[config.mk]
export PLATFORM = sky130hd
export DESIGN_NAME = i2c_master_bit_engine_unit
export DESIGN_NICKNAME = d
export VERILOG_FILES = /design/src/rtl/i2cbe_pkg.sv /design/src/rtl/i2cbe_front.sv /design/src/rtl/i2cbe_back.sv /design/src/rtl/i2c_master_bit_engine_unit.sv
export VERILOG_INCLUDE_DIRS = /design/src /design/src/rtl
export SDC_FILE = /design/constraint.sdc
export NUM_CORES = 2
export LEC_CHECK = 0
export BUFFER_PORTS_ARGS = -buffer_cell sky130_fd_sc_hd__buf_2
export CAP_MARGIN = 20
export CORE_UTILIZATION = 35
export CTS_CLUSTER_SIZE = 8
export DETAILED_ROUTE_END_ITERATION = 7
export GPL_TIMING_DRIVEN = 1
export PLACE_DENSITY = 0.61
export SLEW_MARGIN = 20
export SYNTH_ARGS = -nofsm -noshare
export SYNTH_HDL_FRONTEND = slang
export SYNTH_HIERARCHICAL = 1
export SYNTH_SLANG_ARGS = --single-unit
export TNS_END_PERCENT = 1
[constraint.sdc]
create_clock -name clk -period 14.2 [get_ports clk]
set_input_delay 0 -clock clk [delete_from_list [all_inputs] [get_ports clk]]
set_output_delay 0 -clock clk [all_outputs]
set_load 0.02 [all_outputs]
[src/rtl/i2c_master_bit_engine_unit_defines.svh]
// Assertion macros shared by the RTL.
`ifndef I2C_MASTER_BIT_ENGINE_UNIT_DEFINES_SVH
`define I2C_MASTER_BIT_ENGINE_UNIT_DEFINES_SVH
`ifndef SYNTHESIS
`define I2CBE_ASSERT(lbl, clk_, rstn_, prop) \
	lbl: assert property (@(posedge clk_) disable iff (!rstn_) prop) \
	else $error("i2cbe assertion failed");
`define I2CBE_ASSERT_ALWAYS(lbl, clk_, prop) \
	lbl: assert property (@(posedge clk_) prop) else $error("i2cbe assertion failed");
`else
`define I2CBE_ASSERT(lbl, clk_, rstn_, prop)
`define I2CBE_ASSERT_ALWAYS(lbl, clk_, prop)
`endif
`endif

[src/rtl/i2cbe_pkg.sv]
`timescale 1ns / 1ps
package i2cbe_pkg;
	localparam int RECOVERY_PULSES = 9;
	localparam logic [6:0] ADDR_LOWEST  = 7'h08;
	localparam logic [6:0] ADDR_HIGHEST = 7'h77;

	localparam logic [2:0] REQ_START   = 3'd1;
	localparam logic [2:0] REQ_RESTART = 3'd2;
	localparam logic [2:0] REQ_WRITE   = 3'd3;
	localparam logic [2:0] REQ_READ    = 3'd4;
	localparam logic [2:0] REQ_STOP    = 3'd5;
	localparam logic [2:0] REQ_RECOVER = 3'd6;

	localparam logic [1:0] LS_IDLE  = 2'd0;
	localparam logic [1:0] LS_BUSY  = 2'd1;
	localparam logic [1:0] LS_ERROR = 2'd2;

	localparam logic [2:0] ST_OK      = 3'd0;
	localparam logic [2:0] ST_ANACK   = 3'd1;
	localparam logic [2:0] ST_DNACK   = 3'd2;
	localparam logic [2:0] ST_ARB     = 3'd3;
	localparam logic [2:0] ST_TIMEOUT = 3'd4;
	localparam logic [2:0] ST_RANGE   = 3'd5;
	localparam logic [2:0] ST_STUCK   = 3'd6;

	localparam logic [2:0] CFG_HALF    = 3'd0;
	localparam logic [2:0] CFG_DSETUP  = 3'd1;
	localparam logic [2:0] CFG_RSETUP  = 3'd2;
	localparam logic [2:0] CFG_SHOLD   = 3'd3;
	localparam logic [2:0] CFG_PSETUP  = 3'd4;
	localparam logic [2:0] CFG_BFREE   = 3'd5;
	localparam logic [2:0] CFG_TIMEOUT = 3'd6;

	localparam logic [4:0] PH_IDLE     = 5'd0;
	localparam logic [4:0] PH_ST_BUF   = 5'd1;
	localparam logic [4:0] PH_RS_SU1   = 5'd2;
	localparam logic [4:0] PH_RS_SU2   = 5'd3;
	localparam logic [4:0] PH_ST_HOLD  = 5'd4;
	localparam logic [4:0] PH_ST_LOW   = 5'd5;
	localparam logic [4:0] PH_WR_SETUP = 5'd6;
	localparam logic [4:0] PH_CK_RISE  = 5'd7;
	localparam logic [4:0] PH_CK_HIGH  = 5'd8;
	localparam logic [4:0] PH_CK_LOW   = 5'd9;
	localparam logic [4:0] PH_WA_SETUP = 5'd10;
	localparam logic [4:0] PH_WA_HIGH  = 5'd11;
	localparam logic [4:0] PH_WA_LOW   = 5'd12;
	localparam logic [4:0] PH_RD_SETUP = 5'd13;
	localparam logic [4:0] PH_RD_HIGH  = 5'd14;
	localparam logic [4:0] PH_RD_LOW   = 5'd15;
	localparam logic [4:0] PH_RA_SETUP = 5'd16;
	localparam logic [4:0] PH_SP_SU1   = 5'd17;
	localparam logic [4:0] PH_SP_SU2   = 5'd18;
	localparam logic [4:0] PH_SP_BUF   = 5'd19;
	localparam logic [4:0] PH_RC_LOW   = 5'd20;
	localparam logic [4:0] PH_RC_HIGH  = 5'd21;
	localparam logic [4:0] PH_RC_SDA   = 5'd22;

	// zero-length phases that may chain inside one tick
	localparam int CHAIN_STEPS = 6;

	typedef struct packed {
		logic [2:0] req;
		logic       addr_ok;
		logic [7:0] addr_rw;
		logic [7:0] tx;
		logic       ack;
		logic       sda;
		logic       scl;
	} item_t;
endpackage

[src/rtl/i2cbe_front.sv]
`timescale 1ns / 1ps
`include "i2c_master_bit_engine_unit_defines.svh"
module i2cbe_front import i2cbe_pkg::*; (
	input  logic        clk,
	input  logic        arst_n,
	input  logic        in_valid,
	output logic        in_stall,
	input  logic [2:0]  req_type,
	input  logic [6:0]  target_addr,
	input  logic        read_dir,
	input  logic [7:0]  tx_byte,
	input  logic        send_ack,
	input  logic        sda_in,
	input  logic        scl_in,
	output logic        q_valid,
	output item_t       q_item,
	input  logic        q_pop
);
	item_t      new_item;
	item_t      head_q, tail_q;
	logic [1:0] cnt_q;
	logic       push;

	always_comb begin
		new_item.req       = req_type;
		new_item.addr_ok   = (target_addr >= ADDR_LOWEST) && (target_addr <= ADDR_HIGHEST);
		new_item.addr_rw   = {target_addr, read_dir};
		new_item.tx        = tx_byte;
		new_item.ack       = send_ack;
		new_item.sda       = sda_in;
		new_item.scl       = scl_in;
	end

	assign in_stall = (cnt_q == 2'd2);
	assign push     = in_valid && !in_stall;
	assign q_valid  = (cnt_q != 2'd0);
	assign q_item   = head_q;

	always_ff @(posedge clk or negedge arst_n) begin
		if (!arst_n) begin
			cnt_q <= 2'd0;
		end else begin
			case ({push, q_pop})
				2'b10: cnt_q <= cnt_q + 2'd1;
				2'b01: cnt_q <= cnt_q - 2'd1;
				default: cnt_q <= cnt_q;
			endcase
		end
	end

	always_ff @(posedge clk) begin
		case ({push, q_pop})
			2'b11: head_q <= new_item;
			2'b01: head_q <= tail_q;
			2'b10: begin
				if (cnt_q == 2'd0) head_q <= new_item;
				else tail_q <= new_item;
			end
			default: head_q <= head_q;
		endcase
	end

	`I2CBE_ASSERT(a_cnt_max, clk, arst_n, cnt_q <= 2'd2)
	`I2CBE_ASSERT(a_pop_nonempty, clk, arst_n, q_pop |-> q_valid)
	`I2CBE_ASSERT(a_full_follows, clk, arst_n, (push && !q_pop && cnt_q == 2'd1) |=> in_stall)
endmodule

[src/rtl/i2cbe_back.sv]
`timescale 1ns / 1ps
`include "i2c_master_bit_engine_unit_defines.svh"
module i2cbe_back import i2cbe_pkg::*; (
	input  logic        clk,
	input  logic        arst_n,
	input  logic        cfg_we,
	input  logic [2:0]  cfg_idx,
	input  logic [23:0] cfg_data,
	input  logic        q_valid,
	input  item_t       q_item,
	output logic        q_pop,
	output logic        out_valid,
	input  logic        out_stall,
	output logic        scl_out,
	output logic        sda_release,
	output logic        ready_res,
	output logic        done_res,
	output logic [2:0]  status,
	output logic [7:0]  rx_byte,
	output logic [1:0]  bus_state
);
	typedef struct packed {
		logic [15:0] half;
		logic [7:0]  dsetup;
		logic [7:0]  rsetup;
		logic [7:0]  shold;
		logic [7:0]  psetup;
		logic [7:0]  bfree;
		logic [23:0] timeout;
	} cfg_t;

	typedef struct packed {
		logic [4:0]  phase;
		logic [23:0] cnt;
		logic [3:0]  bidx;
		logic [7:0]  shift;
		logic [2:0]  hcmd;
		logic        hack;
		logic [3:0]  pcnt;
		logic [1:0]  ls;
		logic [7:0]  rxb;
		logic        scl_d;
		logic        sda_d;
		logic [2:0]  st;
		logic [2:0]  pend;
		logic        done;
	} eng_t;

	cfg_t cfg_q;
	eng_t eng_q, eng_nx;
	logic out_valid_q;

	function automatic logic cur_bit(eng_t e);
		return e.shift[3'd7 - e.bidx[2:0]];
	endfunction

	function automatic eng_t finish(eng_t e, logic [2:0] st);
		e.phase = PH_IDLE;
		e.st    = st;
		e.done  = 1'b1;
		return e;
	endfunction

	function automatic eng_t enter(eng_t e, logic [4:0] p, cfg_t c);
		e.phase = p;
		case (p)
			PH_ST_BUF: begin e.sda_d = 1'b1; e.scl_d = 1'b1; e.cnt = 24'(c.bfree); end
			PH_RS_SU1: begin e.sda_d = 1'b1; e.cnt = 24'(c.rsetup); end
			PH_RS_SU2: begin e.scl_d = 1'b1; e.cnt = 24'(c.rsetup); end
			PH_ST_HOLD: begin e.sda_d = 1'b0; e.cnt = 24'(c.shold); end
			PH_ST_LOW: begin e.scl_d = 1'b0; e.cnt = 24'(c.half); end
			PH_WR_SETUP: begin e.sda_d = cur_bit(e); e.cnt = 24'(c.dsetup); end
			PH_CK_RISE: begin e.scl_d = 1'b1; e.cnt = '0; end
			PH_CK_HIGH: begin e.cnt = 24'(c.half); end
			PH_CK_LOW: begin e.scl_d = 1'b0; e.cnt = 24'(c.half); end
			PH_WA_SETUP: begin e.sda_d = 1'b1; e.cnt = 24'(c.dsetup); end
			PH_WA_HIGH: begin e.scl_d = 1'b1; e.cnt = 24'(c.half); end
			PH_WA_LOW: begin e.scl_d = 1'b0; e.cnt = 24'(c.half); end
			PH_RD_SETUP: begin e.sda_d = 1'b1; e.cnt = 24'(c.dsetup); end
			PH_RD_HIGH: begin e.scl_d = 1'b1; e.cnt = 24'(c.half); end
			PH_RD_LOW: begin e.scl_d = 1'b0; e.cnt = 24'(c.half); end
			PH_RA_SETUP: begin e.sda_d = !e.hack; e.cnt = 24'(c.dsetup); end
			PH_SP_SU1: begin e.sda_d = 1'b0; e.cnt = 24'(c.psetup); end
			PH_SP_SU2: begin e.scl_d = 1'b1; e.cnt = 24'(c.psetup); end
			PH_SP_BUF: begin e.sda_d = 1'b1; e.cnt = 24'(c.bfree); end
			PH_RC_LOW: begin e.scl_d = 1'b0; e.cnt = 24'(c.half); end
			PH_RC_HIGH: begin e.scl_d = 1'b1; e.cnt = 24'(c.half); end
			PH_RC_SDA: begin e.sda_d = 1'b0; e.cnt = 24'(c.shold); end
			default: begin e.phase = PH_IDLE; e.cnt = '0; end
		endcase
		return e;
	endfunction

	function automatic eng_t fail(eng_t e, logic [2:0] st, cfg_t c);
		if (e.hcmd == REQ_START || e.hcmd == REQ_RESTART) begin
			e.pend = st;
			e = enter(e, PH_SP_SU1, c);
		end else if (e.hcmd == REQ_READ) begin
			e.sda_d = 1'b1;
			e = finish(e, st);
		end else begin
			if (st == ST_ARB) e.ls = LS_ERROR;
			e = finish(e, st);
		end
		return e;
	endfunction

	function automatic eng_t end_phase(eng_t e, logic sda, cfg_t c);
		case (e.phase)
			PH_ST_BUF: e = enter(e, PH_ST_HOLD, c);
			PH_RS_SU1: e = enter(e, PH_RS_SU2, c);
			PH_RS_SU2: e = enter(e, PH_ST_HOLD, c);
			PH_ST_HOLD: e = enter(e, PH_ST_LOW, c);
			PH_ST_LOW: begin e.bidx = '0; e = enter(e, PH_WR_SETUP, c); end
			PH_WR_SETUP: begin
				if (cur_bit(e) && !sda) e = fail(e, ST_ARB, c);
				else e = enter(e, PH_CK_RISE, c);
			end
			PH_CK_HIGH: e = enter(e, PH_CK_LOW, c);
			PH_CK_LOW: begin
				if (e.hcmd == REQ_READ) begin
					e.sda_d = 1'b1;
					e = finish(e, ST_OK);
				end else begin
					e.bidx = e.bidx + 4'd1;
					e = enter(e, (e.bidx < 4'd8) ? PH_WR_SETUP : PH_WA_SETUP, c);
				end
			end
			PH_WA_SETUP: e = enter(e, PH_WA_HIGH, c);
			PH_WA_HIGH: begin e.hack = sda; e = enter(e, PH_WA_LOW, c); end
			PH_WA_LOW: begin
				if (e.hcmd == REQ_START || e.hcmd == REQ_RESTART) begin
					if (e.hack) e = fail(e, ST_ANACK, c);
					else e = finish(e, ST_OK);
				end else begin
					e = finish(e, e.hack ? ST_DNACK : ST_OK);
				end
			end
			PH_RD_SETUP: e = enter(e, PH_RD_HIGH, c);
			PH_RD_HIGH: begin e.shift = {e.shift[6:0], sda}; e = enter(e, PH_RD_LOW, c); end
			PH_RD_LOW: begin
				e.bidx = e.bidx + 4'd1;
				if (e.bidx < 4'd8) begin
					e = enter(e, PH_RD_SETUP, c);
				end else begin
					e.rxb = e.shift;
					e = enter(e, PH_RA_SETUP, c);
				end
			end
			PH_RA_SETUP: e = enter(e, PH_CK_RISE, c);
			PH_SP_SU1: e = enter(e, PH_SP_SU2, c);
			PH_SP_SU2: e = enter(e, PH_SP_BUF, c);
			PH_SP_BUF: begin
				if (e.hcmd == REQ_RECOVER) begin
					if (!sda) begin e.ls = LS_ERROR; e = finish(e, ST_STUCK); end
					else begin e.ls = LS_IDLE; e = finish(e, ST_OK); end
				end else begin
					e.ls = LS_IDLE;
					e = finish(e, e.pend);
				end
			end
			PH_RC_LOW: e = enter(e, PH_RC_HIGH, c);
			PH_RC_HIGH: begin
				if ({1'b0, e.pcnt} + 5'd1 >= 5'(RECOVERY_PULSES)) begin
					e = enter(e, PH_RC_SDA, c);
				end else begin
					e.pcnt = e.pcnt + 4'd1;
					e = enter(e, PH_RC_LOW, c);
				end
			end
			PH_RC_SDA: e = enter(e, PH_SP_SU2, c);
			default: e.phase = PH_IDLE;
		endcase
		return e;
	endfunction

	function automatic eng_t take_cmd(eng_t e, item_t it, cfg_t c);
		if (it.req >= REQ_START && it.req <= REQ_RECOVER) begin
			e.hcmd = it.req;
			e.bidx = '0;
			e.pcnt = '0;
			case (it.req)
				REQ_START, REQ_RESTART: begin
					if (!it.addr_ok) begin
						e = finish(e, ST_RANGE);
					end else begin
						e.shift = it.addr_rw;
						if (it.req == REQ_START) begin
							e.ls = LS_BUSY;
							e = enter(e, PH_ST_BUF, c);
						end else begin
							e = enter(e, PH_RS_SU1, c);
						end
					end
				end
				REQ_WRITE: begin e.shift = it.tx; e = enter(e, PH_WR_SETUP, c); end
				REQ_READ: begin
					e.hack = it.ack;
					e.shift = '0;
					e = enter(e, PH_RD_SETUP, c);
				end
				REQ_STOP: begin e.pend = ST_OK; e = enter(e, PH_SP_SU1, c); end
				default: e = enter(e, PH_RC_LOW, c);
			endcase
		end
		return e;
	endfunction

	// one tick: counter update, then any zero-length phases that follow
	always_comb begin
		eng_nx = eng_q;
		eng_nx.done = 1'b0;
		if (eng_nx.phase == PH_IDLE) begin
			eng_nx = take_cmd(eng_nx, q_item, cfg_q);
		end else if (eng_nx.phase == PH_CK_RISE) begin
			if (q_item.scl) begin
				eng_nx = enter(eng_nx, PH_CK_HIGH, cfg_q);
			end else begin
				eng_nx.cnt = eng_nx.cnt + 24'd1;
				if (eng_nx.cnt >= cfg_q.timeout) eng_nx = fail(eng_nx, ST_TIMEOUT, cfg_q);
			end
		end else if (eng_nx.cnt != '0) begin
			eng_nx.cnt = eng_nx.cnt - 24'd1;
		end
		for (int i = 0; i < CHAIN_STEPS; i++) begin
			if (eng_nx.phase != PH_IDLE && eng_nx.phase != PH_CK_RISE && eng_nx.cnt == '0)
				eng_nx = end_phase(eng_nx, q_item.sda, cfg_q);
		end
	end

	assign q_pop     = q_valid && (!out_valid_q || !out_stall);
	assign out_valid = out_valid_q;

	always_ff @(posedge clk or negedge arst_n) begin
		if (!arst_n) begin
			cfg_q <= '{half: 16'd5, dsetup: 8'd1, rsetup: 8'd5, shold: 8'd4,
				psetup: 8'd4, bfree: 8'd5, timeout: 24'd10000};
		end else if (cfg_we) begin
			case (cfg_idx)
				CFG_HALF: cfg_q.half <= cfg_data[15:0];
				CFG_DSETUP: cfg_q.dsetup <= cfg_data[7:0];
				CFG_RSETUP: cfg_q.rsetup <= cfg_data[7:0];
				CFG_SHOLD: cfg_q.shold <= cfg_data[7:0];
				CFG_PSETUP: cfg_q.psetup <= cfg_data[7:0];
				CFG_BFREE: cfg_q.bfree <= cfg_data[7:0];
				CFG_TIMEOUT: cfg_q.timeout <= cfg_data;
				default: cfg_q <= cfg_q;
			endcase
		end
	end

	always_ff @(posedge clk or negedge arst_n) begin
		if (!arst_n) begin
			eng_q <= '{scl_d: 1'b1, sda_d: 1'b1, default: '0};
			out_valid_q <= 1'b0;
		end else begin
			if (q_pop) begin
				eng_q <= eng_nx;
				out_valid_q <= 1'b1;
			end else if (!out_stall) begin
				out_valid_q <= 1'b0;
			end
		end
	end

	always_ff @(posedge clk) begin
		if (q_pop) begin
			scl_out     <= eng_nx.scl_d;
			sda_release <= eng_nx.sda_d;
			ready_res   <= (eng_nx.phase == PH_IDLE);
			done_res    <= eng_nx.done;
			status      <= eng_nx.st;
			rx_byte     <= eng_nx.rxb;
			bus_state   <= eng_nx.ls;
		end
	end

	`I2CBE_ASSERT(a_done_idle, clk, arst_n, (out_valid && done_res) |-> ready_res)
	`I2CBE_ASSERT(a_ls_legal, clk, arst_n, eng_q.ls != 2'd3)
	`I2CBE_ASSERT(a_phase_legal, clk, arst_n, eng_q.phase <= PH_RC_SDA)
endmodule

[src/rtl/i2c_master_bit_engine_unit.sv]
`timescale 1ns / 1ps
// Single-master I2C bit engine. Each input beat is one time tick carrying the
// sampled SDA/SCL levels and an optional command (start/restart with a 7-bit
// address, write byte, read byte with ACK/NACK, stop, bus recovery); each tick
// yields exactly one output beat with the SCL/SDA drives and status. One beat
// is taken per clock while in_stall is low: a two-entry queue sits between the
// input side and the phase engine, and the engine's output register can hold a
// result while the next tick is queued. Timing registers are written through
// cfg_we/cfg_idx/cfg_data, by the user only while the block is idle; the block
// does not enforce this. A beat passes the queue, then the output register.
module i2c_master_bit_engine_unit import i2cbe_pkg::*; (
	input  logic        clk,
	input  logic        arst_n,
	input  logic        cfg_we,
	input  logic [2:0]  cfg_idx,
	input  logic [23:0] cfg_data,
	input  logic        in_valid,
	output logic        in_stall,
	input  logic [2:0]  req_type,
	input  logic [6:0]  target_addr,
	input  logic        read_dir,
	input  logic [7:0]  tx_byte,
	input  logic        send_ack,
	input  logic        sda_in,
	input  logic        scl_in,
	output logic        out_valid,
	input  logic        out_stall,
	output logic        scl_out,
	output logic        sda_release,
	output logic        ready_res,
	output logic        done_res,
	output logic [2:0]  status,
	output logic [7:0]  rx_byte,
	output logic [1:0]  bus_state
);
	logic  q_valid, q_pop;
	item_t q_item;

	i2cbe_front u_front (
		.clk(clk), .arst_n(arst_n), .in_valid(in_valid), .in_stall(in_stall),
		.req_type(req_type), .target_addr(target_addr), .read_dir(read_dir),
		.tx_byte(tx_byte), .send_ack(send_ack), .sda_in(sda_in), .scl_in(scl_in),
		.q_valid(q_valid), .q_item(q_item), .q_pop(q_pop)
	);

	i2cbe_back u_back (
		.clk(clk), .arst_n(arst_n), .cfg_we(cfg_we), .cfg_idx(cfg_idx),
		.cfg_data(cfg_data), .q_valid(q_valid), .q_item(q_item), .q_pop(q_pop),
		.out_valid(out_valid), .out_stall(out_stall), .scl_out(scl_out),
		.sda_release(sda_release), .ready_res(ready_res), .done_res(done_res),
		.status(status), .rx_byte(rx_byte), .bus_state(bus_state)
	);
endmodule
Yosys cells after proc, flatten, opt, wreduce, memory -nomap -nowiden:

Cells that the tools add are included.
Widths: inputs -> output; s select.

* order comparisons: 29
* eq/ne operators: 309
* reduce and logical (&&, ||, !) cells: 160
* multiplexer cells: 156
* bitwise operators: 1
* $add $sub $neg: 34

Operator list (number)
* $pmux 63 s16: 6
* $mux 68: 47
* $pmux 16 s6: 6
* $pmux 5 s19: 6
* $mux 65: 8
* $eq 5x4->1 const B: 96
* $eq 5x5->1 const B: 84
* $mux 19: 18
* $pmux 68 s4: 1
* $eq 5x3->1 const B: 43
* $logic_not 24->1: 6
* $reduce_or 22->1: 6
* $eq 5x2->1 const B: 24
* $reduce_or 2->1: 43
* $pmux 23 s3: 1
* $eq 5x1->1 const B: 12
* $reduce_or 5->1: 12
* $eq 3x3->1 const B: 18
* $reduce_or 9->1: 6
* $add 4x1->4 const B: 12
* $lt 3x4->1 const B: 12
* $mux 24: 2
* $reduce_or 7->1: 6
* $mux 39: 1
* other kinds (43): 213

* output and inout port bits: 19
* input bits: 54
* flip-flop bits (word level): 213
* word-level logic and storage cells: 732

Longest topological paths before layout:

* word-level depth: 62
* depth in mapped cells: 56
* mapped depth without buffers: 45

Cells and area by module:

Netlist, hierarchy kept.

Modules (own cells, without submodules)
* i2cbe_back: times used 1, area each 25278.0 µm², cells each 3564, seq. area each 4234.1 µm²
* i2cbe_front: times used 1, area each 1935.6 µm², cells each 93, seq. area each 1431.4 µm²

Least setup slack after synthesis:

Ideal clock, no wire load.

* path type: reg-to-reg
* start: register u_back/eng_q[51] (netlist bit)
* end: register u_back/eng_q[63] (netlist bit)
* library setup time: 0.121 ns
* clock period less this slack: 11.718 ns
* cell stages (with the launch flop): 47
* data required time: 14.079 ns
* setup slack: 2.482 ns
* data arrival time: 11.597 ns
* path buffers: 5
* cell sequence: dfrtp_1 -> buf_2 -> and4_1 -> and4_1 -> clkbuf_1 -> and3_1 -> nand3_1 -> xnor2_1 -> ha_1 -> nand4_1 -> nor4_1 -> and2_1 -> a21oi_1 -> a21oi_1 -> nor3_1 -> nor4_1 -> nand3_1 -> buf_2 -> [... 11 more ...] -> o21ai_0 -> a211o_1 -> nand4_2 -> a211oi_1 -> a2111o_1 -> o41ai_4 -> and2_1 -> buf_4 -> a211oi_1 -> a2111oi_4 -> a21oi_2 -> a311oi_2 -> and4b_1 -> and4b_1 -> buf_4 -> nand2_4 -> or4_1 -> a22o_1

* word-level cells in the longest chain between the ends: 50
* elaborated cells on any way between the ends: 510
* classes of those cells: add/sub (23); order compare (12); eq/ne (282); mux (98); reduce/logical (95)

RTL lines
* from (decl): RTL line i2cbe_back.sv:50 `eng_t eng_q, eng_nx;`
* from (signal assigned): RTL line i2cbe_back.sv:258 `eng_q <= eng_nx;`
* $add 24x1->24: RTL line i2cbe_back.sv:219 `eng_nx.cnt = eng_nx.cnt + 24'd1;`
* $ge 24x24->1: RTL line i2cbe_back.sv:220 `if (eng_nx.cnt >= cfg_q.timeout) eng_nx = fail(eng_nx, ST_TIMEOUT, cfg_q);`
* $mux 68: RTL line i2cbe_back.sv:220
* $mux 68: RTL line i2cbe_back.sv:216 `if (q_item.scl) begin`
* $mux 39: RTL line i2cbe_back.sv:215 `end else if (eng_nx.phase == PH_CK_RISE) begin`
* $mux 68 (*): RTL line i2cbe_back.sv:213 `if (eng_nx.phase == PH_IDLE) begin`
* $sub 3x3->3: RTL line i2cbe_back.sv:54 `return e.shift[3'd7 - e.bidx[2:0]];`
* $bmux 1 s3: RTL line i2cbe_back.sv:54
* [... 34 more ...]
* $lt 4x4->1: RTL line i2cbe_back.sv:126, i2cbe_back.sv:143
* $mux 4: RTL line i2cbe_back.sv:126 `e = enter(e, (e.bidx < 4'd8) ? PH_WR_SETUP : PH_WA_SETUP, c);`
* $eq 5x3->1 (tied with other cells): RTL line i2cbe_back.sv:66 `case (p)`
* $reduce_or 22->1 (no source line)
* $mux 5: RTL line i2cbe_back.sv:66
* $mux 68: RTL line i2cbe_back.sv:121 `if (e.hcmd == REQ_READ) begin`
* $pmux 5 s19: RTL line i2cbe_back.sv:109 `case (e.phase)`
* $mux 68 (*): RTL line i2cbe_back.sv:226 `if (eng_nx.phase != PH_IDLE && eng_nx.phase != PH_CK_RISE && eng_nx.cnt == '0)`

Mark *: on every way between the ends. The select of a mux whose other input is x is not followed.
A chain may end at the register's enable or synchronous reset.

==> impl.org <==
** Routing
- The first detailed-routing pass took 8 iterations.
- Count of routing violations after the opening detailed-route iteration :: 6013
- Post-detailed-routing wire length :: 188000 um
- In this run the remaining antenna-violating nets after routing total 0.
- Count of unresolved DRC violations after routing :: 5
- In the routed layout, each cell is associated on average with a via count of 6.66.
- Dividing the detail-routed wire length by the instance count gives 33.8 um.
- Detailed routing inserted a total of 36973 vias.

** Critical path
- Library cell appearing most often on the critical path :: buf_4
- Data arrival time of the worst path :: 14.38 ns
- The largest single stage delay on the critical path is 0.70 ns.
- In this run the worst path has a maximum fanout of 11.
- Worst Setup End Kind :: flop
- Grouping stages by cell kind, the critical path spends the most delay in simple AND/OR/NAND/NOR gates.
- WS Path Type :: flop to flop
- STA puts the critical path data required time at 14.67 ns.
- Critical Path Start Type :: flop
- Count of buffer and inverter cells on the critical path :: 17
- On the critical path, the stage with the largest delay is an instance of o22ai_1.

** Flow run
- The tool flagged a number of max-cap violations equal to 0.

** Placed design
- Port Buffers :: 72
- At the end of routability-driven placement, the weighted congestion stood at 1.09.
- The placed instances occupy a cell area of 0.0349 mm^2.
- The wire-length estimate of the detail-placed layout is 152000 um.
- Worst slack at placement :: -0.336 ns

** Final layout
- Layout overhead on the synthesized area :: 35.7%
- Highest-count cells in the layout ignoring fill and taps :: buf_4 (917), nand2_1 (437), nor2_1 (318)
- Final design utilization :: 0.483
- Ratio of cells with drive above 1 in the final layout :: 0.312
- Number of nets in the finished design :: 4588
- After routing the design area is 0.0369 mm^2.
- The library cell used most frequently in the layout, excluding fill and tap cells, is buf_4.

** Timing
- Max transition margin :: 0.259
- Dividing the final minimum period by the clock period gives 0.980.
- Final Hold Vio Count :: 0
- Measured slew at the worst slew-check pin :: 1.11 ns
- Final period demand of the worst path :: 13.91 ns
- In the post-route analysis, the smallest setup slack over all paths is 0.288 ns.
- Clock skew :: 0.0437 ns
- Number of max-slew violations in the final report :: 0
- Fmax :: 0.0719 GHz
- Number of endpoints failing setup at the final stage :: 0
- For the final routed database, the setup TNS stands at 0 ns.

** Power and ir drop
- Peak supply drop :: 0.000243 V
- Power per Cell Area :: 226 mW/mm^2
- Static Leak :: 15.5 nW
- Total power :: 8.36 mW

** Synth
- Fraction of registers with async set/reset :: 0.704
- Synthesis produced a netlist with a net count of 3754.
- Counting flops and latches in the post-synthesis netlist gives 213.
- Main synth FF type :: dfrtp_1
- Each instance of the synthesized netlist takes up on average 7.44 um^2.
- Measured against the total synthesized area, the mux share comes to 0.0822.
- Of the total synthesized cell area, the portion taken by XOR and XNOR cells is 0.0183.
- Post-synthesis instance total :: 3657
- Synth Area in Adders :: 0.0205
- Total of warnings raised by yosys :: 6
- Share of synthesized area occupied by flip-flops and latches :: 0.208
- The fraction of the mapped netlist area in compound gates came to 0.335.
- The synthesized netlist occupies a cell area of 0.0272 mm^2.
- Post-synth EDFFs :: 63
- Synth Area in Simple Gates :: 0.275
- In this run, distinct cell masters in the synthesized netlist total 131.
- Largest family of logic cells by synthesized area :: compound AO/OA/AOI/OAI gates

** Status
- Outcome :: finished, violations left
- Violated checks :: design-rule violations

** Clocking
- Number of buffers between clock root and the deepest sink :: 3
- Clock slew seen by the registers of the worst setup and hold paths :: 0.06 ns
- Depth of the CTS H-tree :: 2
- Clock Latency Late Sink :: 0.59 ns
- The tree built by TritonCTS fans out to 213 sinks.
- Clock tree synthesis inserted a total of 34 buffers.
- The tree is rooted in a clkbuf_16.
- TritonCTS built the clock tree.

** Global routing
- The number of antenna violations at the first check in global routing is 7.
- Maximum number of pins on one net before global-route repair :: 80
- For met1 alone, demand over resource in global routing was 0.636.
- Met3 layer usage reported by global route :: 0.148
- Global-route wire length before repair :: 262000 um
- GRT met2 Usage :: 0.650
- Summed over all layers, the global routing overflow is 0.
- Number of global-route vias before repair :: 34333
- Total global routing track utilization :: 0.467
- In this run the most used layer during global routing was met2.

** Hold path
- Path class of the lowest-slack min-delay path :: input port to flop

** Floorplan
- 73 I/O pins were placed.
- DIE HEIGHT :: 281 um
- The die is 281 um wide.
- For this configuration, the core starts out at a cell density of 0.356.
- The die covers 0.0789 mm^2.
- Number of placement rows :: 101
- The floorplan step defined a core boundary enclosing 0.0765 mm^2.
-- final timing paths --
check	slack [ns]	cells after the start	to	from
worst max register to register	0.29	57	u_back/eng_q[4]	u_back/eng_q[47]
worst max-delay path	0.29	57	u_back/eng_q[4]	u_back/eng_q[47]
worst min-delay path	0.03	5	u_back/cfg_q[38]	cfg_idx[2]
min in group asynchronous	0.05	2	u_back/eng_q[24]	arst_n
max in group asynchronous	12.86	3	u_back/eng_q[41]	arst_n
worst min register to register	0.50	2	u_back/eng_q[12]	u_back/eng_q[12]
-- synth_stat cells, types with 44 or more instances --
library cell / instances / area share
and2_1: 48 / 0.011
nand4_1: 58 / 0.013
o21ai_0: 249 / 0.046
edfxtp_1: 63 / 0.070
nor3_1: 125 / 0.023
mux2i_1: 66 / 0.024
inv_1: 88 / 0.012
or3_1: 46 / 0.011
mux2_2: 98 / 0.041
nor2_1: 323 / 0.045
o211ai_1: 50 / 0.014
a211oi_1: 47 / 0.013
clkbuf_1: 129 / 0.018
a21o_1: 44 / 0.012
o22ai_1: 51 / 0.012
a31oi_1: 83 / 0.019
a21oi_1: 269 / 0.049
nand2_1: 441 / 0.061
dfrtp_1: 134 / 0.12
nand3_1: 166 / 0.031
buf_2: 78 / 0.014
-- sequential cells by signal (all words and copies together), names as in the netlist, 2 cells and up --
register          cells
u_back/cfg_q         80
u_back/eng_q         67
u_front/q_item       23
u_front/tail_q       23
u_back/rx_byte        8
u_back/status         3
u_back/bus_state      2
u_front/cnt_q         2
-- cells by family (layout without fill, tap and decap cells) --
group,after synthesis,after routing
other,0,6
and+or+nand+nor,1483,1483
xor gates and xnor gates,57,57
AOI/OAI and AO/OA,1308,1308
muxes,192,192
buffers and inverters,359,1218
adders and majority gates,45,45
DFF,213,213
-- final cells by class --
cell class	count	area, um^2
fillers	7738	39500
well taps	1030	1290
clock inverters	5	75.1
inverters	91	342
flip-flops and latches	213	5670
multi-input cells	3085	20300
clock buffers	56	943
repair buffers	1066	8240
diodes	6	15.0
-- metrics by stage --
stage | cells | hold WS (ns)
4_1_cts | 5532 | 0.0127
3_3_place_gp | 5419 | 0.0957
3_5_place_dp | 5419 | 0.0949
2_1_floorplan | 3657 | -0.296
5_1_grt | 5549 | 0.0651
6_report | 5552 | 0.0334
-- what timing repair did --
item                                    CTS  global route
hold endpoints to repair                200             0
cloned                                    0             0
hold buffers                             52             0
pin swaps                                 0            16
resized for setup                        14            70
buffers inserted                          0            13
endpoints found under the setup margin   49            54
-- worst reg2reg max path: cells and delay by family (launching register included) --
kind	cells	cell delay (ns)
AO/OA/AOI/OAI	15	4.54
adder cells (fa/ha/maj)	1	0.34
multiplexers	1	0.27
flip-flops	1	0.48
buffers and inverters	17	3.08
AND/OR/NAND/NOR	22	4.80
XOR/XNOR	1	0.31
-- power breakdown --
group,total [mW],internal (mW),switching (mW)
clock network,0.790,0.458,0.332
registers,1.12,0.845,0.272
logic,6.45,2.38,4.07
total,8.36,3.69,4.67
-- routing by layer --
layer	wire, um	up-vias
li1	-	15755
met3	24800	532
met1	77400	17926
met4	11800	8
met5	47	-
met2	73900	2752
No activity file was read; power rests on OpenSTA's default activity.
